### config.mk
export PLATFORM = sky130hd
export DESIGN_NAME = led_blink_code_generator_unit
export DESIGN_NICKNAME = d
export VERILOG_FILES = /design/src/hdl/lbcg_pkg.sv /design/src/hdl/lbcg_cfg_regs.sv /design/src/hdl/lbcg_pattern.sv /design/src/hdl/led_blink_code_generator_unit.sv
export SDC_FILE = /design/constraint.sdc
export NUM_CORES = 1
export LEC_CHECK = 0
export ABC_CLOCK_PERIOD_IN_PS = 3850
export BUFFER_PORTS_ARGS = -buffer_cell sky130_fd_sc_hd__buf_4
export CAP_MARGIN = 20
export CORE_MARGIN = 8
export CORE_UTILIZATION = 35
export CTS_CLUSTER_DIAMETER = 30
export DETAILED_ROUTE_END_ITERATION = 10
export PLACE_DENSITY_LB_ADDON = 0.15
export SETUP_SLACK_MARGIN = 0.4
export SLEW_MARGIN = 30
export SYNTH_ARGS = -nofsm -noshare
export SYNTH_HDL_FRONTEND = slang
export SYNTH_SLANG_ARGS = --single-unit
### constraint.sdc
create_clock -name clk -period 3.85 [get_ports clk]
set_input_delay 0.77 -clock clk [delete_from_list [all_inputs] [get_ports clk]]
set_output_delay 0.77 -clock clk [all_outputs]
set_load 0.03 [all_outputs]
### src/hdl/lbcg_pkg.sv
// Shared types, constants and mode tables for the LED blink code generator.
package lbcg_pkg;

  // Field widths
  localparam int REG_W  = 10;
  localparam int MODE_W = 3;
  localparam int CNT_W  = 3;
  localparam int IDX_W  = 2;

  // Defaults for the top-level parameters
  localparam int DEF_TICK_MS    = 10;
  localparam int DEF_TIMER_BITS = 10;

  // Number of defined modes; requests at or above this are dropped
  localparam logic [MODE_W-1:0] MODE_COUNT = MODE_W'(5);

  // Item opcodes
  localparam logic OP_TICK    = 1'b0;
  localparam logic OP_REQUEST = 1'b1;

  // Configuration register indexes
  localparam logic [IDX_W-1:0] REG_SLOW_FLASH = 2'd0;
  localparam logic [IDX_W-1:0] REG_FAST_FLASH = 2'd1;
  localparam logic [IDX_W-1:0] REG_PAUSE      = 2'd2;

  // Input item
  typedef struct packed {
    logic              op;
    logic [MODE_W-1:0] mode_request;
  } lbcg_in_t;

  // Result item
  typedef struct packed {
    logic              led_lit;
    logic [MODE_W-1:0] playing_mode;
  } lbcg_out_t;

  // Timing registers handed to the pattern engine
  typedef struct packed {
    logic [REG_W-1:0] slow_flash_ticks;
    logic [REG_W-1:0] fast_flash_ticks;
    logic [REG_W-1:0] pause_ticks;
  } lbcg_cfg_t;

  // Flashes per pattern for each mode
  function automatic logic [CNT_W-1:0] flash_target(input logic [MODE_W-1:0] mode);
    logic [CNT_W-1:0] n;
    case (mode)
      3'd0:    n = 3'd1;
      3'd1:    n = 3'd2;
      3'd2:    n = 3'd3;
      3'd3:    n = 3'd3;
      3'd4:    n = 3'd6;
      default: n = 3'd1;
    endcase
    return n;
  endfunction

  // Modes 0..2 repeat; one-shots and undefined codes do not
  function automatic logic mode_repeats(input logic [MODE_W-1:0] mode);
    return (mode < 3'd3);
  endfunction

endpackage

### src/hdl/lbcg_cfg_regs.sv
// Timing configuration registers with write port.
module lbcg_cfg_regs import lbcg_pkg::*; #(
  parameter int TICK_MS = DEF_TICK_MS
) (
  input  logic             clk,
  input  logic             rst,
  input  logic             cfg_valid,
  input  logic [IDX_W-1:0] cfg_index,
  input  logic [REG_W-1:0] cfg_data,
  output lbcg_cfg_t        cfg
);

  localparam logic [REG_W-1:0] SLOW_RST  = REG_W'(250 / TICK_MS);
  localparam logic [REG_W-1:0] FAST_RST  = REG_W'(50 / TICK_MS);
  localparam logic [REG_W-1:0] PAUSE_RST = REG_W'(1000 / TICK_MS);

  // Register writes; unknown index is ignored
  always_ff @(posedge clk) begin
    if (rst) begin
      cfg.slow_flash_ticks <= SLOW_RST;
      cfg.fast_flash_ticks <= FAST_RST;
      cfg.pause_ticks      <= PAUSE_RST;
    end else if (cfg_valid) begin
      unique case (cfg_index)
        REG_SLOW_FLASH: cfg.slow_flash_ticks <= cfg_data;
        REG_FAST_FLASH: cfg.fast_flash_ticks <= cfg_data;
        REG_PAUSE:      cfg.pause_ticks      <= cfg_data;
        default: ;
      endcase
    end
  end

endmodule

### src/hdl/lbcg_pattern.sv
// Blink pattern state and single-step next-state logic.
module lbcg_pattern import lbcg_pkg::*; #(
  parameter int TIMER_BITS = DEF_TIMER_BITS
) (
  input  logic      clk,
  input  logic      rst,
  input  logic      step,
  input  lbcg_in_t  item,
  input  lbcg_cfg_t cfg,
  output lbcg_out_t next_result
);

  logic                  flash_phase, flash_phase_next;
  logic [TIMER_BITS-1:0] tick_timer, tick_timer_next;
  logic [CNT_W-1:0]      flash_count, flash_count_next;
  logic [MODE_W-1:0]     active_mode, active_mode_next;
  logic [MODE_W-1:0]     home_mode, home_mode_next;
  logic [MODE_W-1:0]     requested_mode, requested_mode_next;
  logic                  change_pending, change_pending_next;
  logic                  return_pending, return_pending_next;
  logic                  lamp_state, lamp_state_next;

  logic [MODE_W-1:0]     pat_mode;
  logic [TIMER_BITS-1:0] timer_dec;
  logic [TIMER_BITS-1:0] flash_time;
  logic [TIMER_BITS-1:0] pause_time;

  // Undefined active mode takes the flash count of mode 0
  assign pat_mode   = (active_mode < MODE_COUNT) ? active_mode : '0;
  assign timer_dec  = (tick_timer != '0) ? tick_timer - 1'b1 : '0;
  assign flash_time = mode_repeats(active_mode) ? TIMER_BITS'(cfg.slow_flash_ticks)
                                                : TIMER_BITS'(cfg.fast_flash_ticks);
  assign pause_time = TIMER_BITS'(cfg.pause_ticks);

  // Next state for one item
  always_comb begin
    flash_phase_next    = flash_phase;
    tick_timer_next     = tick_timer;
    flash_count_next    = flash_count;
    active_mode_next    = active_mode;
    home_mode_next      = home_mode;
    requested_mode_next = requested_mode;
    change_pending_next = change_pending;
    return_pending_next = return_pending;
    lamp_state_next     = lamp_state;

    if (item.op == OP_TICK) begin
      tick_timer_next = timer_dec;
      if (timer_dec == '0) begin
        if (flash_phase == 1'b0) begin
          if (flash_count >= flash_target(pat_mode)) begin
            // Pattern boundary: long dark pause, pick up pending mode or return to home mode
            lamp_state_next  = 1'b0;
            flash_count_next = '0;
            tick_timer_next  = pause_time;
            if (change_pending) begin
              change_pending_next = 1'b0;
              active_mode_next    = requested_mode;
              return_pending_next = !mode_repeats(requested_mode);
            end else if (return_pending) begin
              return_pending_next = 1'b0;
              active_mode_next    = home_mode;
            end
          end else begin
            lamp_state_next  = 1'b1;
            tick_timer_next  = flash_time;
            flash_phase_next = 1'b1;
            flash_count_next = flash_count + 1'b1;
          end
        end else begin
          lamp_state_next  = 1'b0;
          tick_timer_next  = flash_time;
          flash_phase_next = 1'b0;
        end
      end
    end else if (item.mode_request < MODE_COUNT) begin
      // Mode request: mark pending, repeating modes become home
      change_pending_next = 1'b1;
      requested_mode_next = item.mode_request;
      if (mode_repeats(item.mode_request)) begin
        home_mode_next = item.mode_request;
      end
    end
  end

  assign next_result.led_lit      = lamp_state_next;
  assign next_result.playing_mode = active_mode_next;

  // State registers
  always_ff @(posedge clk) begin
    if (rst) begin
      flash_phase    <= 1'b0;
      tick_timer     <= '0;
      flash_count    <= '0;
      active_mode    <= '0;
      home_mode      <= '0;
      requested_mode <= '0;
      change_pending <= 1'b0;
      return_pending <= 1'b0;
      lamp_state     <= 1'b0;
    end else if (step) begin
      flash_phase    <= flash_phase_next;
      tick_timer     <= tick_timer_next;
      flash_count    <= flash_count_next;
      active_mode    <= active_mode_next;
      home_mode      <= home_mode_next;
      requested_mode <= requested_mode_next;
      change_pending <= change_pending_next;
      return_pending <= return_pending_next;
      lamp_state     <= lamp_state_next;
    end
  end

endmodule

### src/hdl/led_blink_code_generator_unit.sv
// An accepted transaction passes through the input register and then the result register (result_valid).
// Throughput: one transaction per cycle; the input register and the result register
// both advance together whenever the result register is empty or being taken.
// item_stall rises only while a result is held by result_stall and the input register is full.
// Reset (rst, synchronous): LED off, mode 0, timer cleared, timing registers to defaults.
module led_blink_code_generator_unit import lbcg_pkg::*; #(
  parameter int TICK_MS    = DEF_TICK_MS,
  parameter int TIMER_BITS = DEF_TIMER_BITS
) (
  input  logic             clk,
  input  logic             rst,
  input  logic             item_valid,
  output logic             item_stall,
  input  lbcg_in_t         item,
  output logic             result_valid,
  input  logic             result_stall,
  output lbcg_out_t        result,
  input  logic             cfg_valid,
  output logic             cfg_ready,
  input  logic [IDX_W-1:0] cfg_index,
  input  logic [REG_W-1:0] cfg_data
);

  lbcg_cfg_t cfg;
  lbcg_in_t  item_q;
  logic      item_q_valid;
  logic      advance;
  logic      step;
  lbcg_out_t next_result;

  assign cfg_ready  = 1'b1;
  assign advance    = !result_valid || !result_stall;
  assign step       = item_q_valid && advance;
  assign item_stall = item_q_valid && !advance;

  lbcg_cfg_regs #(.TICK_MS(TICK_MS)) u_cfg (
    .clk       (clk),
    .rst       (rst),
    .cfg_valid (cfg_valid && cfg_ready),
    .cfg_index (cfg_index),
    .cfg_data  (cfg_data),
    .cfg       (cfg)
  );

  lbcg_pattern #(.TIMER_BITS(TIMER_BITS)) u_pattern (
    .clk         (clk),
    .rst         (rst),
    .step        (step),
    .item        (item_q),
    .cfg         (cfg),
    .next_result (next_result)
  );

  // Input register
  always_ff @(posedge clk) begin
    if (rst) begin
      item_q_valid <= 1'b0;
    end else if (!item_stall) begin
      item_q_valid <= item_valid;
    end
  end

  always_ff @(posedge clk) begin
    if (!item_stall) begin
      item_q <= item;
    end
  end

  // Result register
  always_ff @(posedge clk) begin
    if (rst) begin
      result_valid <= 1'b0;
    end else if (advance) begin
      result_valid <= item_q_valid;
    end
  end

  always_ff @(posedge clk) begin
    if (step) begin
      result <= next_result;
    end
  end

  // A stepped transaction always lands in the result register
  assert property (@(posedge clk) disable iff (rst) step |=> result_valid)
    else $error("stepped transaction did not produce a result");

  // Stall only when the input register is full
  assert property (@(posedge clk) disable iff (rst) item_stall |-> item_q_valid)
    else $error("input stalled while input register empty");

  // Played mode is always a defined mode
  assert property (@(posedge clk) disable iff (rst)
    result_valid |-> (result.playing_mode < MODE_COUNT))
    else $error("result carries undefined mode");

endmodule
## After elaboration in Yosys (flattened, before gate mapping)

Cells that the tools add are included.

| word-level totals | value |
|---|---|
| bits in registers | 66 |
| bits in latches | 0 |
| RAM bits | 0 |
| memory bits (read-only) | 0 |
| output and inout bits | 7 |
| logic and storage cells | 86 |
| memories | 0 |

| cells by class | value |
|---|---|
| add/sub/neg operators | 2 |
| multipliers | 0 |
| divide/modulo/power cells | 0 |
| $lt $le $gt $ge | 6 |
| equal/unequal tests | 8 |
| shifts and indexed selects | 0 |
| muxes and demuxes | 27 |
| bitwise logic cells | 2 |
| reductions and logical operators | 23 |

Operators by type and width:

| kind | number |
|---|---|
| 2-to-1 mux 10 bit | 5 |
| 2-to-1 mux 3 bit | 11 |
| logical NOT 10 bit | 1 |
| 2-to-1 mux 1 bit | 10 |
| AND reduction 5 bit | 2 |
| nonzero test 10 bit | 1 |
| subtractor 10 x 1 -> 10 bit (second input constant) | 1 |
| < comparator 3 x 2 -> 1 bit (second input constant) | 3 |
| case mux 3 bit (3 select lines) | 1 |
| AND reduction 2 bit | 4 |
| AND reduction 4 bit | 2 |
| == test 3 x 2 -> 1 bit (second input constant) | 2 |
| < comparator 3 bit (second input constant) | 2 |
| AND reduction 3 bit | 2 |
| logical NOT 1 bit | 4 |
| nonzero test 2 bit | 2 |
| adder 3 x 1 -> 3 bit (second input constant) | 1 |
| == test 3 x 1 -> 1 bit (second input constant) | 1 |
| == test 3 bit (second input constant) | 1 |
| greater-or-equal comparator 3 bit | 1 |
| == test 2 x 1 -> 1 bit (second input constant) | 1 |
| == test 2 bit (second input constant) | 1 |
| logical AND 1 bit | 2 |
| logical NOT 2 bit | 1 |
| 5 further kinds | 6 |

## Depth between registers and ports, before layout

Gate-level depths: netlist (run 1).

| logic depth | value |
|---|---|
| depth after elaboration | 13 |
| depth in mapped cells | 12 |
| depth with buffers taken out | 9 |

## Cells and area by module

From an unflattened synthesis (run 1), not the netlist that was laid out.

| second synthesis, totals | value |
|---|---|
| cell total of the unflattened synthesis | 372 |
| area, all modules | 3433.3 um2 |

Modules (own cells, without submodules):

| module | times used | cells each | area an instance (um2) | seq. area each (um2) |
|---|---|---|---|---|
| lbcg_pattern | 1 | 232 | 1838.0 | 520.5 |
| lbcg_cfg_regs | 1 | 121 | 1261.2 | 600.6 |
| led_blink_code_generator_unit | 1 | 19 | 334.1 | 280.3 |

## Worst setup path before layout (run 1)

No wires, ideal clock.

| path | value |
|---|---|
| kind | flip-flop to flip-flop |
| start | register u_pattern.tick_timer[4] |
| end | register result[0] (netlist name), data pin |
| arrival time | 2.428 ns |
| required time | 3.590 ns |
| path slack | 1.162 ns |
| stages on the path, launching flop included | 8 |
| buffers on the path | 1 |
| clock period less this slack | 2.688 ns |
| path through | dfxtp_1 > buf_6 > or4_1 > nor3_1 > mux2i_1 > nand3_2 > or3_4 > mux2_4 |

RTL lines:

| element | RTL line | source |
|---|---|---|
| start, declared | lbcg_pattern.sv:14 | `logic [TIMER_BITS-1:0] tick_timer, tick_timer_next;` |
| start signal, assigned | lbcg_pattern.sv:103 | `tick_timer <= tick_timer_next;` |
| end signal, assigned | led_blink_code_generator_unit.sv:80 | `result <= next_result;` |
| end, declared | led_blink_code_generator_unit.sv:17 | `output lbcg_out_t result,` |

==> results of run 1 <==
==> placed cells by master (no fill, tap or decap), drive strengths merged, types with 2 or more instances in the layout <==
cell type and instances:
nor3b 4, inv 6, a31oi 7, mux2i 29, and3 2, or2 2, nor2 41, edfxtp 8
nand2b 3, or3b 3, a211o 4, and3b 2, clkinv 5, nand3 13, nand3b 4, or4 3
and2 3, nor3 10, dfxtp 58, ha 5, xor2 2, o21ai 21, mux2 4, o221a 5
a2111o 2, or3 2, a211oi 5, clkbuf 10, a21oi 25, nand2 54, buf 29
==> worst paths after layout <==
path,end,slack (ns),depth (start not counted)
setup / recovery,result[0],0.79,6
hold / removal,u_cfg.cfg[26],0.46,2
setup reg to reg,result[0],0.79,6
hold reg to reg,u_cfg.cfg[26],0.46,2
==> metrics by stage <==
| step | setup slack, ns | area (um^2) | cells | power [W] |
|---|---|---|---|---|
| finish | 0.787 | 3670 | 502 | 0.00158 |
| global route | 0.573 | 3670 | 502 | 0.00166 |
| CTS | 0.776 | 3670 | 502 | 0.00160 |
| detailed placement | 0.770 | 3490 | 486 | 0.00104 |
| global placement | 0.802 | 3490 | 486 | 0.00104 |
| floorplan | 1.16 | 3250 | 367 | 0.000971 |
==> metal layers <==
layer  GRT usage  vias up
met2       0.179       45
met4      0.0612        0
met1       0.158     1205
met3      0.0263       11
li1            -     1344
met5           0        -
==> layout make-up <==
class | instances | area, um^2 | share of cell area
clock inverters | 6 | 57.6 | 0.0157
well taps | 111 | 139 | 0.0378
flip-flops and latches | 66 | 1400 | 0.381
inverters | 7 | 26.3 | 0.00715
multi-input cells | 273 | 1700 | 0.464
repair buffers | 29 | 218 | 0.0593
clock buffers | 10 | 128 | 0.0347
==> kinds of logic (layout without fill, tap and decap cells) <==
kind of cell               count (synthesis)  count (layout)  share of synthesized area
and+or+nand+nor                          153             153                      0.228
AOI/OAI and AO/OA                         78              78                      0.160
DFF                                       66              66                      0.431
muxes                                     33              33                      0.107
buffers and inverters                     28              52                     0.0454
adders and majority gates                  5               5                     0.0192
xor gates and xnor gates                   3               3                    0.00808
other                                      1               1                    0.00115
==> power groups by stage <==
stage | Clock [W] | Sequential, W | Combinational (W)
6_report | 0.000563 | 0.000753 | 0.000269
5_1_grt | 0.000606 | 0.000757 | 0.000299
4_1_cts | 0.000574 | 0.000753 | 0.000271
3_5_place_dp | 0 | 0.000768 | 0.000270
3_3_place_gp | 0 | 0.000767 | 0.000272
2_1_floorplan | 0 | 0.000764 | 0.000207
==> state kept, by name, indices dropped and copies added, names as in the netlist <==
register,count
item_q,4
u_pattern.lamp_state,1
result_valid,1
u_pattern.home_mode,3
u_pattern.active_mode,3
u_pattern.return_pending,1
u_pattern.change_pending,1
u_pattern.flash_phase,1
result,4
item_q_valid,1
u_cfg.cfg,30
u_pattern.requested_mode,3
u_pattern.tick_timer,10
u_pattern.flash_count,3
==> critical path: stages (launching register included) <==
cell	delay, ns
dfxtp_1	0.36
or4_1	0.68
nor3_1	0.23
mux2i_1	0.40
nand3_2	0.37
or3_4	0.48
mux2_4	0.30
==> out/metrics.cfg, run 1 <==
[clock_network]
hold_buffers=0
htreeDepth=3
cts_tree=done
clk_path_buf_depth=2
clk_pin_slew_worst_paths_ns=0.07
postCtsSetupBuffers=0
clock_sinks=66
clock_latency_ns=0.34
numCtsBuffers=9
cts_root_buffer=clkbuf_8
cts_resized=0

[detailed_routing]
dr_wl_met3_um=252
vias=2605
viasPerCell=5.19
drc=0
met2_length_mm=3.15
wl_met1_mm=3.78
drt_iter0_markers=109
drtAntennaViolNets=0
first_pass_iters=4
top_layer=met4
totalWireLength_mm=7.33
wl_per_cell_um=14.6

[power]
peakVddDrop_v=0.000214
p_leak_nw=1.57
pwr-share-seq=0.475
p_switching_w=0.000458
pwr-share-clk=0.355
intPower_w=0.00113
power.density_nw_per_um2=431
swShare=0.289
combPwrFrac=0.170

[final_layout]
post-route-util=0.403
drive_gt1_frac=0.169
antennaDiodeCount=0
nNetsFinal=412
fillers=956
area_growth_pct=12.9

[synthesis]
yosys_warnings=0
synth_top_area_share=0.357
ys_ff_latch=66
synth_area_um2=3250
synth_nets=393
seq_area_frac_synth=0.431
synth_area_leaders=dfxtp_1, mux2i_1, edfxtp_1
synth_cell_types=61
synthFlopType=dfxtp_1
synth-edff-count=8
async_flop_share=0
yosysMostFrequentCell=dfxtp_1
yosys.area.top_type=dfxtp_1
syn-instance-count=367
synthTopCellsByCount=dfxtp_1, nand2_1, nor2_1, mux2i_1, a21oi_1
avgSynthCellArea_um2=8.86

[hold_path]
hold_path_class=reg2reg
hold_start=u_cfg.cfg[26]

[floorplanning]
dieArea_um2=12600
dieWidth_um=112
placementRows=35
dieHeight_um=112
io_pins=28
coreArea_um2=9110
start_util=0.357

[sta]
report.final.slew_viol_count=0
whs_ns=0.456
hold_viol=0
rsz0062_at_grt=no
max_slew_margin=0.506
finClkSkew_ns=0.00716
finalSetupViolCount=0
period_minus_slack_ns=3.06
fmax_mhz=327
fin_tns_setup_ns=0
period_share=0.795
tightest_slew_ns=0.738

[placement]
io_buffers=26
dp_hpwl_mm=5.09
place.gp.congestion=0.805

[global_route]
grt_pass1_wl_mm=12.2
antenna_found_initial=0
grt_util_all_layers=0.120
grt_max_degree=44
grt_overflow=0
grt_pass1_vias=2493

[setup_path]
criticalPathCategory=reg2reg
end_kind=flop
critical_path_arrival_ns=3.16
worstSetupStartpointType=flop
startpoint=u_pattern.tick_timer[0]
worstPathRequired_ns=3.94
critPathMaxFanout=16
r2r_start=u_pattern.tick_timer[0]

[run]
drv_cap=0

[run_status]
outcome=finished, final reports clean

Note: power is estimated with default switching activity, not from simulation.
==> inputs of run 2 (changes only) <==
ABC_CLOCK_PERIOD_IN_PS = 2700   (was 3850)
clock period = 2.7 ns   (was 3.85 ns; I/O delays follow)
==> out/metrics.cfg, run 2 (same netlist as run 1, synthesis figures left out) <==
[run_status]
outcome=finished, final reports clean

[floorplanning]
coreArea_um2=9110
dieHeight_um=112
dieWidth_um=112
io_pins=28
placementRows=35
dieArea_um2=12600
start_util=0.357

[final_layout]
top_register=u_cfg.cfg
drive_gt1_frac=0.279
nNetsFinal=433
antennaDiodeCount=0
post-route-util=0.444
largest_reg_flops=30
reg.largest.list=u_cfg.cfg x30, u_pattern.tick_timer x10
final_cell_mix=nand2_1, dfxtp_1, buf_4
design_area_um2=4040
area_growth_pct=24.3

[sta]
tightest_slew_ns=0.758
max_slew_margin=0.493
report.final.slew_viol_count=0
period_share=0.913
finClkSkew_ns=0.00915
whs_ns=0.367
hold_viol=0
fmax_mhz=406
fin_tns_setup_ns=0
rsz0062_at_grt=yes
finalSetupViolCount=0
period_minus_slack_ns=2.47

[detailed_routing]
wl_per_cell_um=14.8
totalWireLength_mm=7.76
viasPerCell=5.13
first_pass_iters=4
vias=2684
drt_iter0_markers=112
drtAntennaViolNets=0
drc=0

[clock_network]
clk_pin_slew_worst_paths_ns=0.08
htreeDepth=3
hold_buffers=0
cts_root_buffer=clkbuf_8
clock_sinks=66
clock_latency_ns=0.34
cts_tree=done
clk_path_buf_depth=2
numCtsBuffers=9

[run]
drv_cap=0

[setup_path]
worstPathRequired_ns=2.80
worstSetupStartpointType=flop
critPathMaxFanout=4
end_kind=flop
criticalPathCategory=reg2reg
critical_path_arrival_ns=2.56

[power]
power.density_nw_per_um2=627
peakVddDrop_v=0.000335
p_leak_nw=1.71

[global_route]
antenna_found_initial=0
grt_pass1_wl_mm=12.9
grt_pass1_vias=2584
grt_max_degree=43
grt_util_all_layers=0.126
grt_overflow=0

[placement]
placedInstanceArea_um2=3630
dp_hpwl_mm=5.27
place.gp.congestion=0.802
io_buffers=26

[hold_path]
hold_path_class=in2reg

run 2: metal layers:
layer,GRT usage,up-vias,share of wire
li1,-,1385,-
met1,0.168,1256,0.51
met2,0.193,32,0.45
met3,0.0209,11,0.018
met4,0.0621,0,0.017
met5,0,-,0
run 2: per-stage QoR:
stage / instances / worst slack, ns / power [W]
floorplan: 367 / 0.103 / 0.00141
global placement: 500 / 0.151 / 0.00155
detailed placement: 500 / 0.122 / 0.00155
CTS: 522 / 0.162 / 0.00248
global route: 523 / 0.148 / 0.00266
finish: 523 / 0.235 / 0.00254
run 2: timing repair:
| action | 4_1_cts | 5_1_grt |
|---|---|---|
| buffers inserted | 6 | 1 |
| gates resized for setup | 14 | 27 |
| pin swaps | 8 | 8 |
| hold endpoints to repair | 0 | 0 |
| setup endpoints to repair | 19 | 24 |
run 2: where the power goes:
group / switching, W / total (W) / leakage, nW / internal (W)
sequential: 0.0000343 / 0.00107 / 0.556 / 0.00104
combinational: 0.000318 / 0.000617 / 1.05 / 0.000299
clock: 0.000394 / 0.000850 / 0.0997 / 0.000457
total: 0.000746 / 0.00254 / 1.71 / 0.00179
run 2: worst max-delay path: stages, from the launching register on:
cell	delay (ns)
dfxtp_2	0.34
or4_4	0.56
o22a_1	0.24
a2111oi_4	0.25
nand3_2	0.15
buf_4	0.16
buf_6	0.11
nor2_2	0.09
mux2_2	0.34
run 2: layout make-up:
| type | instances | area [um^2] |
|---|---|---|
| fill | 897 | 5070 |
| multi-input combinational | 273 | 1860 |
| sequential | 66 | 1410 |
| timing repair buffer | 50 | 403 |
| clock buffer | 11 | 141 |
| tap | 111 | 139 |
| clock inverter | 5 | 63.8 |
| inverter | 7 | 26.3 |
run 2: final timing paths:
path	start	to	slack, ns	cells past startpoint
worst max-delay path	u_pattern.tick_timer[0]	result[3]	0.23	8
worst min register to register	u_cfg.cfg[21]	u_cfg.cfg[21]	0.46	2
worst max register to register	u_pattern.tick_timer[0]	result[3]	0.23	8
worst min-delay path	item[0]	item_q[0]	0.37	1
